==> config.mk <==
export PLATFORM = sky130hd
export DESIGN_NAME = utf8_stream_decoder_top
export DESIGN_NICKNAME = d
export VERILOG_FILES = /design/src/rtl/core/u8dec_pkg.sv /design/src/rtl/core/utf8_stream_decoder_top.sv /design/src/rtl/core/u8dec_in_reg.sv /design/src/rtl/core/u8dec_core.sv
export SDC_FILE = /design/constraint.sdc
export NUM_CORES = 1
export LEC_CHECK = 0
export ABC_AREA = 1
export BUFFER_PORTS_ARGS = -buffer_cell sky130_fd_sc_hd__buf_2
export CORE_ASPECT_RATIO = 1.4
export CORE_MARGIN = 2
export CORE_UTILIZATION = 46
export DETAILED_ROUTE_END_ITERATION = 6
export HOLD_SLACK_MARGIN = 0.08
export PLACE_DENSITY_LB_ADDON = 0.25
export SETUP_SLACK_MARGIN = 0.1
export SYNTH_ARGS = -nofsm -noshare
export SYNTH_HDL_FRONTEND = slang
export SYNTH_SLANG_ARGS = --single-unit
export TNS_END_PERCENT = 50
==> constraint.sdc <==
create_clock -name clk -period 2 [get_ports clk]
set_input_delay 0.1 -clock clk [delete_from_list [all_inputs] [get_ports clk]]
set_output_delay 0.1 -clock clk [all_outputs]
set_load 0.005 [all_outputs]
==> src/rtl/core/u8dec_pkg.sv <==
// Shared types and constants for the byte-serial UTF-8 decoder.
// No dependencies; used by every module under rtl/core.
package u8dec_pkg;

  localparam int unsigned BYTE_W   = 8;
  localparam int unsigned CP_W     = 21;
  localparam int unsigned STATUS_W = 2;
  localparam int unsigned LEFT_W   = 2;
  localparam int unsigned LEN_W    = 3;

  // Result status codes
  localparam logic [STATUS_W-1:0] ST_OK        = 2'd0;
  localparam logic [STATUS_W-1:0] ST_BAD_ENC   = 2'd1;
  localparam logic [STATUS_W-1:0] ST_BAD_UNI   = 2'd2;
  localparam logic [STATUS_W-1:0] ST_TRUNCATED = 2'd3;

  // Sequence lengths selected by the lead byte
  localparam logic [LEN_W-1:0] LEN_NONE = 3'd0;
  localparam logic [LEN_W-1:0] LEN_TWO  = 3'd2;
  localparam logic [LEN_W-1:0] LEN_THREE = 3'd3;
  localparam logic [LEN_W-1:0] LEN_FOUR = 3'd4;

  // Smallest legal value per sequence length, and the scalar limits
  localparam logic [CP_W-1:0] MIN_TWO    = 21'h00080;
  localparam logic [CP_W-1:0] MIN_THREE  = 21'h00800;
  localparam logic [CP_W-1:0] MIN_FOUR   = 21'h10000;
  localparam logic [CP_W-1:0] SURR_LO    = 21'h0D800;
  localparam logic [CP_W-1:0] SURR_HI    = 21'h0DFFF;
  localparam logic [CP_W-1:0] CP_MAX     = 21'h10FFFF;

  // One input beat as held in the input register
  typedef struct packed {
    logic [BYTE_W-1:0] data_byte;
    logic              last_byte;
  } item_t;

  // Handshake between input register and decode stage
  typedef struct packed {
    logic valid;
  } stage_ctl_t;

  // Surrogate or beyond the Unicode range
  function automatic logic is_nonscalar(input logic [CP_W-1:0] cp);
    return ((cp >= SURR_LO) && (cp <= SURR_HI)) || (cp > CP_MAX);
  endfunction

endpackage

==> src/rtl/core/utf8_stream_decoder_top.sv <==
// Byte-serial UTF-8 decoder: accepts one byte and an end-of-buffer flag per
// beat and returns at most one code point with status per byte. One byte is
// accepted every cycle while the receiver keeps up. An accepted byte is held
// in the input register and decoded from there into the result register,
// which presents any result it yields. A result held by a stalled receiver
// stops the input register and, while that register holds a byte, drops
// in_ready in the same cycle. Status: 0 ok, 1 bad encoding (invalid lead or
// overlong), 2 surrogate or beyond U+10FFFF, 3 buffer ended mid-sequence.
// Depends on u8dec_pkg, u8dec_in_reg and u8dec_core.
module utf8_stream_decoder_top
  import u8dec_pkg::*;
(
  input  logic                clk,
  input  logic                rst,
  input  logic                in_valid,
  output logic                in_ready,
  input  logic [BYTE_W-1:0]   data_byte,
  input  logic                last_byte,
  output logic                out_valid,
  input  logic                out_ready,
  output logic [CP_W-1:0]     scalar_value,
  output logic [STATUS_W-1:0] status
);

  stage_ctl_t ctl;
  item_t      item;
  logic       advance;

  u8dec_in_reg u_in_reg (
    .clk       (clk),
    .rst       (rst),
    .in_valid  (in_valid),
    .in_ready  (in_ready),
    .data_byte (data_byte),
    .last_byte (last_byte),
    .advance   (advance),
    .ctl       (ctl),
    .item      (item)
  );

  u8dec_core u_core (
    .clk          (clk),
    .rst          (rst),
    .ctl          (ctl),
    .item         (item),
    .advance      (advance),
    .out_valid    (out_valid),
    .out_ready    (out_ready),
    .scalar_value (scalar_value),
    .status       (status)
  );

endmodule

==> src/rtl/core/u8dec_in_reg.sv <==
// Input register of the UTF-8 decoder: captures one beat per cycle while in_ready is high.
// Depends on u8dec_pkg.
module u8dec_in_reg
  import u8dec_pkg::*;
(
  input  logic              clk,
  input  logic              rst,
  input  logic              in_valid,
  output logic              in_ready,
  input  logic [BYTE_W-1:0] data_byte,
  input  logic              last_byte,
  input  logic              advance,
  output stage_ctl_t        ctl,
  output item_t             item
);

  logic  valid_q;
  item_t item_q;

  // Accept a new beat when empty or when the held beat moves on this cycle
  assign in_ready = !valid_q || advance;

  always_ff @(posedge clk) begin
    if (rst) begin
      valid_q <= 1'b0;
    end else if (in_ready) begin
      valid_q <= in_valid;
    end
  end

  // Payload needs no reset
  always_ff @(posedge clk) begin
    if (in_valid && in_ready) begin
      item_q.data_byte <= data_byte;
      item_q.last_byte <= last_byte;
    end
  end

  assign ctl.valid   = valid_q;
  assign item        = item_q;

endmodule

==> src/rtl/core/u8dec_core.sv <==
// Decode stage: running sequence state, validity checks and result register.
// Depends on u8dec_pkg.
module u8dec_core
  import u8dec_pkg::*;
(
  input  logic                clk,
  input  logic                rst,
  input  stage_ctl_t          ctl,
  input  item_t               item,
  output logic                advance,
  output logic                out_valid,
  input  logic                out_ready,
  output logic [CP_W-1:0]     scalar_value,
  output logic [STATUS_W-1:0] status
);

  logic [CP_W-1:0]   partial_value;
  logic [LEFT_W-1:0] bytes_left;
  logic [LEN_W-1:0]  sequence_length;
  logic              res_valid;
  logic [CP_W-1:0]   res_cp;
  logic [STATUS_W-1:0] res_status;

  logic [CP_W-1:0]   partial_value_next;
  logic [LEFT_W-1:0] bytes_left_next;
  logic [LEN_W-1:0]  sequence_length_next;
  logic              emit;
  logic [CP_W-1:0]   emit_cp;
  logic [STATUS_W-1:0] emit_status;
  logic [CP_W-1:0]   merged;
  logic [LEFT_W-1:0] left_dec;
  logic [BYTE_W-1:0] b;
  logic              take;

  // The held beat moves on whenever the result register is free or draining
  assign advance = !res_valid || out_ready;
  assign take    = ctl.valid && advance;

  assign b        = item.data_byte;
  assign merged   = {partial_value[CP_W-7:0], b[5:0]};
  assign left_dec = bytes_left - LEFT_W'(1);

  // Decode one byte against the running state
  always_comb begin
    partial_value_next   = partial_value;
    bytes_left_next      = bytes_left;
    sequence_length_next = sequence_length;
    emit        = 1'b0;
    emit_cp     = '0;
    emit_status = ST_OK;
    if (bytes_left == '0) begin
      if (!b[7]) begin
        emit    = 1'b1;
        emit_cp = CP_W'(b[6:0]);
      end else if (b[7:5] == 3'b110) begin
        partial_value_next   = CP_W'(b[4:0]);
        bytes_left_next      = LEFT_W'(1);
        sequence_length_next = LEN_TWO;
      end else if (b[7:4] == 4'b1110) begin
        partial_value_next   = CP_W'(b[3:0]);
        bytes_left_next      = LEFT_W'(2);
        sequence_length_next = LEN_THREE;
      end else if (b[7:3] == 5'b11110) begin
        partial_value_next   = CP_W'(b[2:0]);
        bytes_left_next      = LEFT_W'(3);
        sequence_length_next = LEN_FOUR;
      end else begin
        emit        = 1'b1;
        emit_status = ST_BAD_ENC;
      end
      if (!emit && item.last_byte) begin
        emit        = 1'b1;
        emit_status = ST_TRUNCATED;
      end
    end else if (left_dec != '0) begin
      // Middle byte: shift in payload bits, or report a cut-off buffer
      partial_value_next = merged;
      bytes_left_next    = left_dec;
      if (item.last_byte) begin
        emit        = 1'b1;
        emit_status = ST_TRUNCATED;
      end
    end else begin
      // Final byte: overlong check first, then reserved range
      emit    = 1'b1;
      emit_cp = merged;
      case (sequence_length)
        LEN_TWO: begin
          if (merged < MIN_TWO) emit_status = ST_BAD_ENC;
        end
        LEN_THREE: begin
          if (merged < MIN_THREE)     emit_status = ST_BAD_ENC;
          else if (is_nonscalar(merged)) emit_status = ST_BAD_UNI;
        end
        LEN_FOUR: begin
          if (merged < MIN_FOUR)      emit_status = ST_BAD_ENC;
          else if (is_nonscalar(merged)) emit_status = ST_BAD_UNI;
        end
        default: begin
          emit_status = ST_OK;
        end
      endcase
    end
    if (emit) begin
      // Every result returns the decoder to its start state
      partial_value_next   = '0;
      bytes_left_next      = '0;
      sequence_length_next = LEN_NONE;
      if (emit_status != ST_OK) emit_cp = '0;
    end
  end

  // Advance the sequence state on each consumed beat
  always_ff @(posedge clk) begin
    if (rst) begin
      partial_value   <= '0;
      bytes_left      <= '0;
      sequence_length <= LEN_NONE;
    end else if (take) begin
      partial_value   <= partial_value_next;
      bytes_left      <= bytes_left_next;
      sequence_length <= sequence_length_next;
    end
  end

  // Result register: load on emit, drop when taken
  always_ff @(posedge clk) begin
    if (rst) begin
      res_valid <= 1'b0;
    end else if (advance) begin
      res_valid <= take && emit;
    end
  end

  always_ff @(posedge clk) begin
    if (take && emit) begin
      res_cp     <= emit_cp;
      res_status <= emit_status;
    end
  end

  assign out_valid    = res_valid;
  assign scalar_value = res_cp;
  assign status       = res_status;

endmodule

==> run metrics, run 1 <==
GR Overflow Total 0; final hold violation count 0; clk sinks 54; Slew @ Worst Pin 577 ps; CTS tree yes; vias in the first global route 1710; fraction of layout cells with a size suffix above 1 20.1%; Initial DRC Count 67; Area contributors post-synth edfxtp_1 (43%), dfxtp_1 (20%), nand2_1 (13%); CTS Root Buffer Type clkbuf_8; peak supply drop 0.575 mV; syn_nets 262; HP Class in -> reg; Final nets 316; io pins 38; clock transition at the registers of the reported paths 90 ps; Max-Cap Viols 0; CP Class reg -> reg; commonest non-fill, non-tap cell in the layout nand2_1; number of synthesized flops with an enable pin 32; port buffer count 37; die span in y 86.7 um; Max Root-Sink Buffers 2; Layout Cells excl Fill 368; Setup Skew 10.0 ps; Die Wd 63.1 um; Synth Flop Type edfxtp_1; fillers 436; antenna violations before repair 0; CP Capture Type register; number of cell rows 30; synth unique cells 21; DR vias 1779; core area 0.00477 mm^2; Synth top area share 42.7%; dpl cells 347; hold depth 4; global-route wire length before repair 7.54 mm; RSZ-0062 raised after global routing no; Min Clock Period, post-route 1710 ps; Syn Area/Cell 9.03 um^2; die area 0.00547 mm^2; H-tree Lvls 2; Req. time, crit path 2160 ps; Slew headroom 61.2%; total wire length 4.46 mm; CP arrival 1860 ps; setup TNS 0 ps; Synth Warn # 0; startpoint types register; flops & latches, synth 54; Pre-antenna DRT Iters 4; Routed Antenna Nets 0; worst-path fanout max 21; final slew viol count 0; worst skew pair latency 310 ps; Reg2Reg Depth 9; async set-or-reset flop fraction in the synthesized netlist 0%; post-DP HPWL 3.17 mm; PD cells 747 mW/mm^2; Initial Util 47.2%; area leader, netlist edfxtp_1; most frequent cells in the layout nand2_1 (80), buf_2 (37), nor2_1 (36); Reg2Reg Setup Slack 290 ps; Post-route DRC 0; Ant. Diodes 0; cells after synthesis 249; sequential element share of the synthesized area 62.3%; Routed WL per cell 12.1 um; Final setup violation count 0; TritonCTS buffer count 5; status finished, final reports clean; static leakage 0.00108 uW; largest net degree at the start of global routing 23; Max Freq 586 MHz; detailed-route vias per instance 4.83; GRT Overall Usage 18.1%; Syn Std Cell Area 0.00225 mm^2; area grow syn2layout 21.1%; final worst path period share 85.3%; GP Congestion 0.917
[logic make-up (layout without fill, tap and decap cells)]
| group | count (synthesis) | in the layout | synth area share, % |
|---|---|---|---|
| and+or+nand+nor | 139 | 139 | 25.7 |
| DFF | 54 | 54 | 62.3 |
| buffers and inverters | 29 | 84 | 5.62 |
| AOI/OAI and AO/OA | 27 | 27 | 6.40 |
[through the flow]
step           area [um^2]  setup WS [ps]  utilization (%)  hold WS [ps]  power [uW]
5_1_grt               2720            114             57.1           120        2120
4_1_cts               2690            199             56.4          80.2        2050
3_5_place_dp          2500            243             52.4           278        1440
2_1_floorplan         2250            186                -           169        1380
3_3_place_gp          2500            274             52.4           276        1430
6_report              2720            293             57.1          85.2        2030
[final timing paths]
| path | from | endpoint |
|---|---|---|
| max reg2reg | u_in_reg.item[5] | u_core.scalar_value[19] |
| min reg2reg | u_core.sequence_length[1] | u_core.sequence_length[1] |
| min | out_ready | u_core.out_valid |
| max | u_in_reg.item[5] | u_core.scalar_value[19] |
[sequential cells by signal, summed over array words and instances, names as in the netlist]
register	flops
u_core.bytes_left	2
u_core.out_valid	1
u_core.partial_value	15
u_core.scalar_value	21
u_core.sequence_length	3
u_core.status	2
u_in_reg.ctl	1
u_in_reg.item	9
[synth_stat cells, types with 2 or more instances]
cell type and number:
a21oi_1 22, buf_2 2, buf_6 2, clkbuf_1 3, dfxtp_1 22, edfxtp_1 32, inv_1 20, inv_2 2
nand2_1 80, nand2_2 2, nand3_1 13, nor2_1 36, nor2_2 3, nor3_1 2, o22ai_1 2
[repair_timing]
item	in CTS	in global routing
setup endpoints to repair	0	36
resized for setup	0	4
hold buffers	10	0
hold endpoints to repair	10	0
buffers inserted	0	3
[report_power, final]
group / switching (uW) / internal (uW) / total [uW]
logic: 121 / 74.5 / 195
clock network: 352 / 247 / 599
registers: 18.8 / 1220 / 1240
[layout make-up]
type / count / area, um^2 / area share, %
Multi-Input combinational cell: 166 / 721 / 26.5
Timing Repair Buffer: 54 / 349 / 12.8
Tap cell: 64 / 80.1 / 2.94
Inverter: 22 / 82.6 / 3.03
Sequential cell: 54 / 1400 / 51.5
Clock buffer: 5 / 68.8 / 2.53
Clock inverter: 3 / 20.0 / 0.735
[per-layer routing]
metal	wire, um	global-route usage [%]	vias up	part of all wire [%]
li1	-	-	909	-
met1	1760	19.5	808	39
met2	2420	33.6	50	54
met3	142	3.12	12	3.2
met4	135	9.49	0	3.0
met5	0	0	-	0
[critical path, stage by stage, from the launching register on]
cell      delay, ps
edfxtp_1        450
nand3_1         140
nand2_1          80
inv_1            90
nand2_1          50
nand3_1          60
nand2_1          70
a21oi_2         160
nand2_2         260
nor2_1          190
Note: power is estimated with default switching activity, not from simulation.
==> run 2, diff against run 1 <==
--- a/config.mk
+++ b/config.mk
@@ -9,7 +9,7 @@
 export BUFFER_PORTS_ARGS = -buffer_cell sky130_fd_sc_hd__buf_2
 export CORE_ASPECT_RATIO = 1.4
 export CORE_MARGIN = 2
-export CORE_UTILIZATION = 46
+export CORE_UTILIZATION = 55
 export DETAILED_ROUTE_END_ITERATION = 6
 export HOLD_SLACK_MARGIN = 0.08
 export PLACE_DENSITY_LB_ADDON = 0.25
==> run 2 against run 1 <==
Clock skew about the same; cell count decreased by 6.8%; fmax about the same; via count decreased by 1.9%; total power increased by 4.9%; combinational power decreased by 5%.
==> run metrics, run 2 (synthesis gave the netlist of run 1 again) <==
final hold violation count 0; Final setup violation count 0; Layout Cells excl Fill 343; Min Clock Period, post-route 1710 ps; GRT Overall Usage 19.7%; DR vias 1745; Initial DRC Count 43; Slew @ Worst Pin 569 ps; RSZ-0062 raised after global routing no; CTS Root Buffer Type clkbuf_8; fillers 316; CP Class reg -> reg; fin util 68.6%; Max Freq 586 MHz; Pre-antenna DRT Iters 5; worst skew pair latency 300 ps; Final nets 312; Max-Cap Viols 0; power share of the clock group 33.1%; commonest non-fill, non-tap cell in the layout nand2_1; worst-path fanout max 24; dpl cells 325; area grow syn2layout 19.6%; die span in y 79.7 um; Die Wd 58.0 um; TritonCTS buffer count 5; hold depth 4; Max Root-Sink Buffers 2; Slew headroom 61.8%; max reg flops 21; GR Overflow Total 0; Post-route DRC 0; Reg2Reg Setup Slack 290 ps; HP Class in -> reg; antenna violations before repair 0; Setup Skew 10.4 ps; PD cells 793 mW/mm^2; Crit Reg-Reg Startpoint u_in_reg.item[8]; Sw Ratio 21.9%; core area 0.00392 mm^2; Ant. Diodes 0; dpl ws 340 ps; GP Congestion 0.914; global-route wire length before repair 6.89 mm; vias in the first global route 1603; Routed WL per cell 12.2 um; H-tree Lvls 2; CP Capture Type register; final worst path period share 85.3%; P_sw 467 uW; worst hold margin 87.6 ps; setup TNS 0 ps; P_int 1670 uW; peak supply drop 0.720 mV; Comb power frac 8.7%; port buffer count 37; status finished, final reports clean; final worst slack 294 ps; largest net degree at the start of global routing 25; Reg2Reg Depth 10; min-delay src out_ready; Routed Antenna Nets 0; CP arrival 1710 ps; Req. time, crit path 2000 ps; detailed-route vias per instance 5.09; most frequent cells in the layout nand2_1 (80), buf_2 (37), nor2_1 (36); Initial Util 57.4%; post-DP HPWL 2.98 mm; total wire length 4.19 mm; clk sinks 54; io pins 38; Hold Path Sink u_core.out_valid; power share of the sequential group 58.2%; final slew viol count 0; Post-CTS Setup Inserts 0; clock transition at the registers of the reported paths 90 ps; r2r endpoint u_core.scalar_value[17]; static leakage 0.00108 uW; CTS tree yes; fraction of layout cells with a size suffix above 1 18.7%; number of cell rows 27; startpoint types register; die area 0.00462 mm^2
==> run 2: worst max-delay path by stage <==
stage	from	to	slack, ps
2_1_floorplan	u_in_reg.item[8]	u_core.scalar_value[0]	190
3_3_place_gp	u_in_reg.item[8]	u_core.status[0]	360
3_5_place_dp	u_in_reg.item[8]	u_core.status[1]	340
4_1_cts	u_in_reg.item[8]	u_core.scalar_value[16]	310
5_1_grt	u_in_reg.item[8]	u_core.scalar_value[16]	180
6_report	u_in_reg.item[8]	u_core.scalar_value[17]	290
==> run 2: cell type report <==
type                       count  area (um^2)  share of cell area, %
clock inverter                 2         38.8                   1.44
inverter                      22         82.6                   3.07
clock buffer                   6         72.6                   2.70
tap                           43         53.8                   2.00
multi-input combinational    166          721                   26.8
sequential                    54         1400                   52.1
timing repair buffer          50          320                   11.9
==> run 2: worst max-delay path, stage by stage (launching register included) <==
cell      delay (ps)
edfxtp_1         440
nand2_1          120
inv_1             50
nand2_1           80
inv_1             60
nand3_1          110
nand2_2          100
inv_1            100
nand2_1           70
inv_1            100
buf_12           180
==> run 2: power groups by stage <==
| stage | Sequential (uW) | Combinational (uW) | Clock [uW] |
|---|---|---|---|
| 2_1_floorplan | 1270 | 111 | 0 |
| 4_1_cts | 1240 | 188 | 726 |
| 3_5_place_dp | 1270 | 173 | 0 |
| 3_3_place_gp | 1270 | 168 | 0 |
| 6_report | 1240 | 185 | 707 |
| 5_1_grt | 1250 | 207 | 752 |
==> run 2: through the flow <==
step	total power [uW]	instance area, um^2
floorplan	1380	2250
global placement	1430	2480
detailed placement	1440	2480
CTS	2150	2690
global route	2200	2690
finish	2130	2690
==> run 2: metal layers <==
| layer | track usage (%) | wire length, um |
|---|---|---|
| met1 | 19.2 | 1600 |
| met2 | 39.0 | 2360 |
| met3 | 4.21 | 169 |
| met4 | 7.21 | 63 |
| met5 | 0 | 0 |
==> run 2: repair_timing <==
item | in CTS | in global routing
hold buffers | 10 | 0
hold endpoints to repair | 10 | 0
setup endpoints to repair | 0 | 0
resized for setup | 0 | 0
==> run 3, diff against run 2 <==
--- a/config.mk
+++ b/config.mk
@@ -5,12 +5,13 @@
 export SDC_FILE = /design/constraint.sdc
 export NUM_CORES = 1
 export LEC_CHECK = 0
-export ABC_AREA = 1
+export ABC_AREA = 0
 export BUFFER_PORTS_ARGS = -buffer_cell sky130_fd_sc_hd__buf_2
 export CORE_ASPECT_RATIO = 1.4
 export CORE_MARGIN = 2
 export CORE_UTILIZATION = 55
 export DETAILED_ROUTE_END_ITERATION = 6
+export GPL_ROUTABILITY_DRIVEN = 0
 export HOLD_SLACK_MARGIN = 0.08
 export PLACE_DENSITY_LB_ADDON = 0.25
 export SETUP_SLACK_MARGIN = 0.1
==> run 3 against run 2 <==
Largest power group unchanged; die area increased by 1.7%; cell count decreased by 17%; first-iteration DRC count decreased by 7.0%; worst setup slack got worse by 200 ps; hold slack improved by 66 ps; highest routed layer unchanged; sequential share of layout area decreased by 3.0 points; fmax decreased by 11%.
==> run metrics, run 3 <==
CP Capture Type register; register area 0.00140 mm^2; dpl cells 264; r2r endpoint u_core.scalar_value[6]; Syn Std Cell Area 0.00229 mm^2; Post-synth top cells edfxtp_1 (32), dfxtp_1 (22), nor2_1 (17); Min Clock Period, post-route 1910 ps; RSZ-0062 raised after global routing yes; number of synthesized flops with an enable pin 32; startpoint types register; Layout Cells excl Fill 284; die area 0.00470 mm^2; area leader, netlist edfxtp_1; TritonCTS buffer count 5; Critical Path Sink u_core.scalar_value[6]; Max Root-Sink Buffers 2; total power 2010 uW; post-DP HPWL 3.47 mm; commonest non-fill, non-tap cell in the layout buf_2; worst-path fanout max 11; Reg2Reg Depth 4; Req. time, crit path 2100 ps; static leakage 0.00106 uW; vias in the first global route 1730; status finished, final reports clean; Synth Warn # 0; synth unique cells 45; CP max-delay cell dfxtp_1; Initial Util 57.9%; cells after synthesis 177; Initial DRC Count 40; Area contributors post-synth edfxtp_1 (42%), dfxtp_1 (19%), nor4b_2 (5.9%); Reg2Reg Setup Slack 90 ps; most frequent cells in the layout buf_2 (37), edfxtp_1 (32), dfxtp_1 (22); xor and xnor area share after synthesis 0%; detailed-route vias per instance 6.12; die span in y 80.3 um; fraction of layout cells with a size suffix above 1 33.6%; area of the multi-input gates 872 um^2; HP Class in -> reg; final hold violation count 0; Post-route DRC 0; clk sinks 54; CP top delay family simple AND/OR/NAND/NOR gates; Crit Reg-Reg Startpoint u_core.bytes_left[0]; PD cells 703 mW/mm^2; Synth top area share 42.0%; simple-gate share of the synthesized area 22.8%; number of cell rows 27; CTS Root Buffer Type clkbuf_8; GR Overflow Total 0; sequential element share of the synthesized area 61.2%; Final setup violation count 0; Setup Skew 9.37 ps; final worst slack 91.9 ps; clock transition at the registers of the reported paths 90 ps; total wire length 4.97 mm; GRT Overall Usage 22.7%; Compound-Gate Fraction of Synth Area 13.1%; fillers 260; final worst path period share 95.4%; Pre-antenna DRT Iters 4; post-synthesis mux area share 0%; max reg flops 21; CP Buf/Inv Count 1; Routed Antenna Nets 0; largest family of logic cells by synthesized area simple AND/OR/NAND/NOR gates; antenna violations before repair 0; worst skew pair latency 300 ps; Die Wd 58.5 um; CTS tree yes; syn_nets 190; Routed WL per cell 17.5 um; Max-Cap Viols 0; CP Launch Point u_core.bytes_left[0]; Max Freq 524 MHz; Syn Area/Cell 12.9 um^2; CP Class reg -> reg; port buffer count 37; Ant. Diodes 0; CP arrival 2010 ps; adder-cell share of the synthesized area 0%; peak supply drop 0.667 mV; flops & latches, synth 54; core area 0.00395 mm^2; largest net degree at the start of global routing 24; Final nets 253; hold depth 4; dpl ws -104 ps; CP cell instances inv_1 > nor2_1 > nand3_4 > a2111oi_4; H-tree Lvls 2; Slew @ Worst Pin 669 ps; Final Instance Area 0.00286 mm^2; final slew viol count 0; count leader, synth edfxtp_1; io pins 38; async set-or-reset flop fraction in the synthesized netlist 0%; Synth Flop Type edfxtp_1; DR vias 1739; global-route wire length before repair 7.91 mm; critical path depth 4; Post-DP Area 0.00261 mm^2; area grow syn2layout 24.7%; Crit path largest cell delay 460 ps; Slew headroom 55.3%
[run 3: worst min path at each step]
stage                  from                      end  slack, ps
2_1_floorplan     last_byte         u_in_reg.item[0]        200
3_3_place_gp   data_byte[6]         u_in_reg.item[7]        280
4_1_cts           out_ready             u_in_reg.ctl        150
3_5_place_dp   data_byte[6]         u_in_reg.item[7]        280
5_1_grt                 rst  u_core.partial_value[8]        190
6_report          out_ready             u_in_reg.ctl        150
[run 3: layout make-up]
| class | instances | area share, % |
|---|---|---|
| Clock buffer | 6 | 2.54 |
| Clock inverter | 2 | 0.526 |
| Inverter | 4 | 0.526 |
| Multi-Input combinational cell | 111 | 30.5 |
| Sequential cell | 54 | 49.1 |
| Tap cell | 43 | 1.88 |
| Timing Repair Buffer | 64 | 14.9 |
[run 3: repair_timing]
action / 4_1_cts / 5_1_grt
pin swaps: 0 / 1
buffers inserted: 0 / 2
setup endpoints to repair: 26 / 18
gates resized for setup: 1 / 6
hold endpoints to repair: 10 / 0
hold buffers: 10 / 0
[run 3: kinds of logic after synthesis]
| logic type | count (synthesis) |
|---|---|
| buffers and inverters | 12 |
| AO/OA/AOI/OAI | 38 |
| AND/OR/NAND/NOR | 73 |
| flip-flops | 54 |
[run 3: report_power, final]
| part | internal [uW] | leakage (uW) | total (uW) | switching (uW) |
|---|---|---|---|---|
| sequential | 1220 | 0.000487 | 1230 | 14.5 |
| combinational | 83.3 | 0.000532 | 192 | 108 |
| clock | 247 | 0.0000374 | 587 | 340 |
[run 3: worst register-to-register path, cell delays in order, from the launching register on]
cell and delay (ps):
dfxtp_1 460, inv_1 100, nor2_1 460, nand3_4 310, a2111oi_4 390
[run 3: per-layer routing]
| layer | track usage, % | routed length [um] | vias to the layer above |
|---|---|---|---|
| li1 | - | - | 817 |
| met1 | 23.2 | 1820 | 836 |
| met2 | 41.8 | 2730 | 68 |
| met3 | 4.35 | 241 | 18 |
| met4 | 12.8 | 180 | 0 |
| met5 | 0 | 0 | - |
[run 3: through the flow]
stage / hold WS, ps / TNS [ps] / util (%)
floorplan: 199 / 0 / -
global placement: 277 / 0 / 65.9
detailed placement: 278 / -2370 / 65.9
CTS: 149 / 0 / 70.8
global route: 187 / 0 / 72.2
finish: 154 / 0 / 72.2
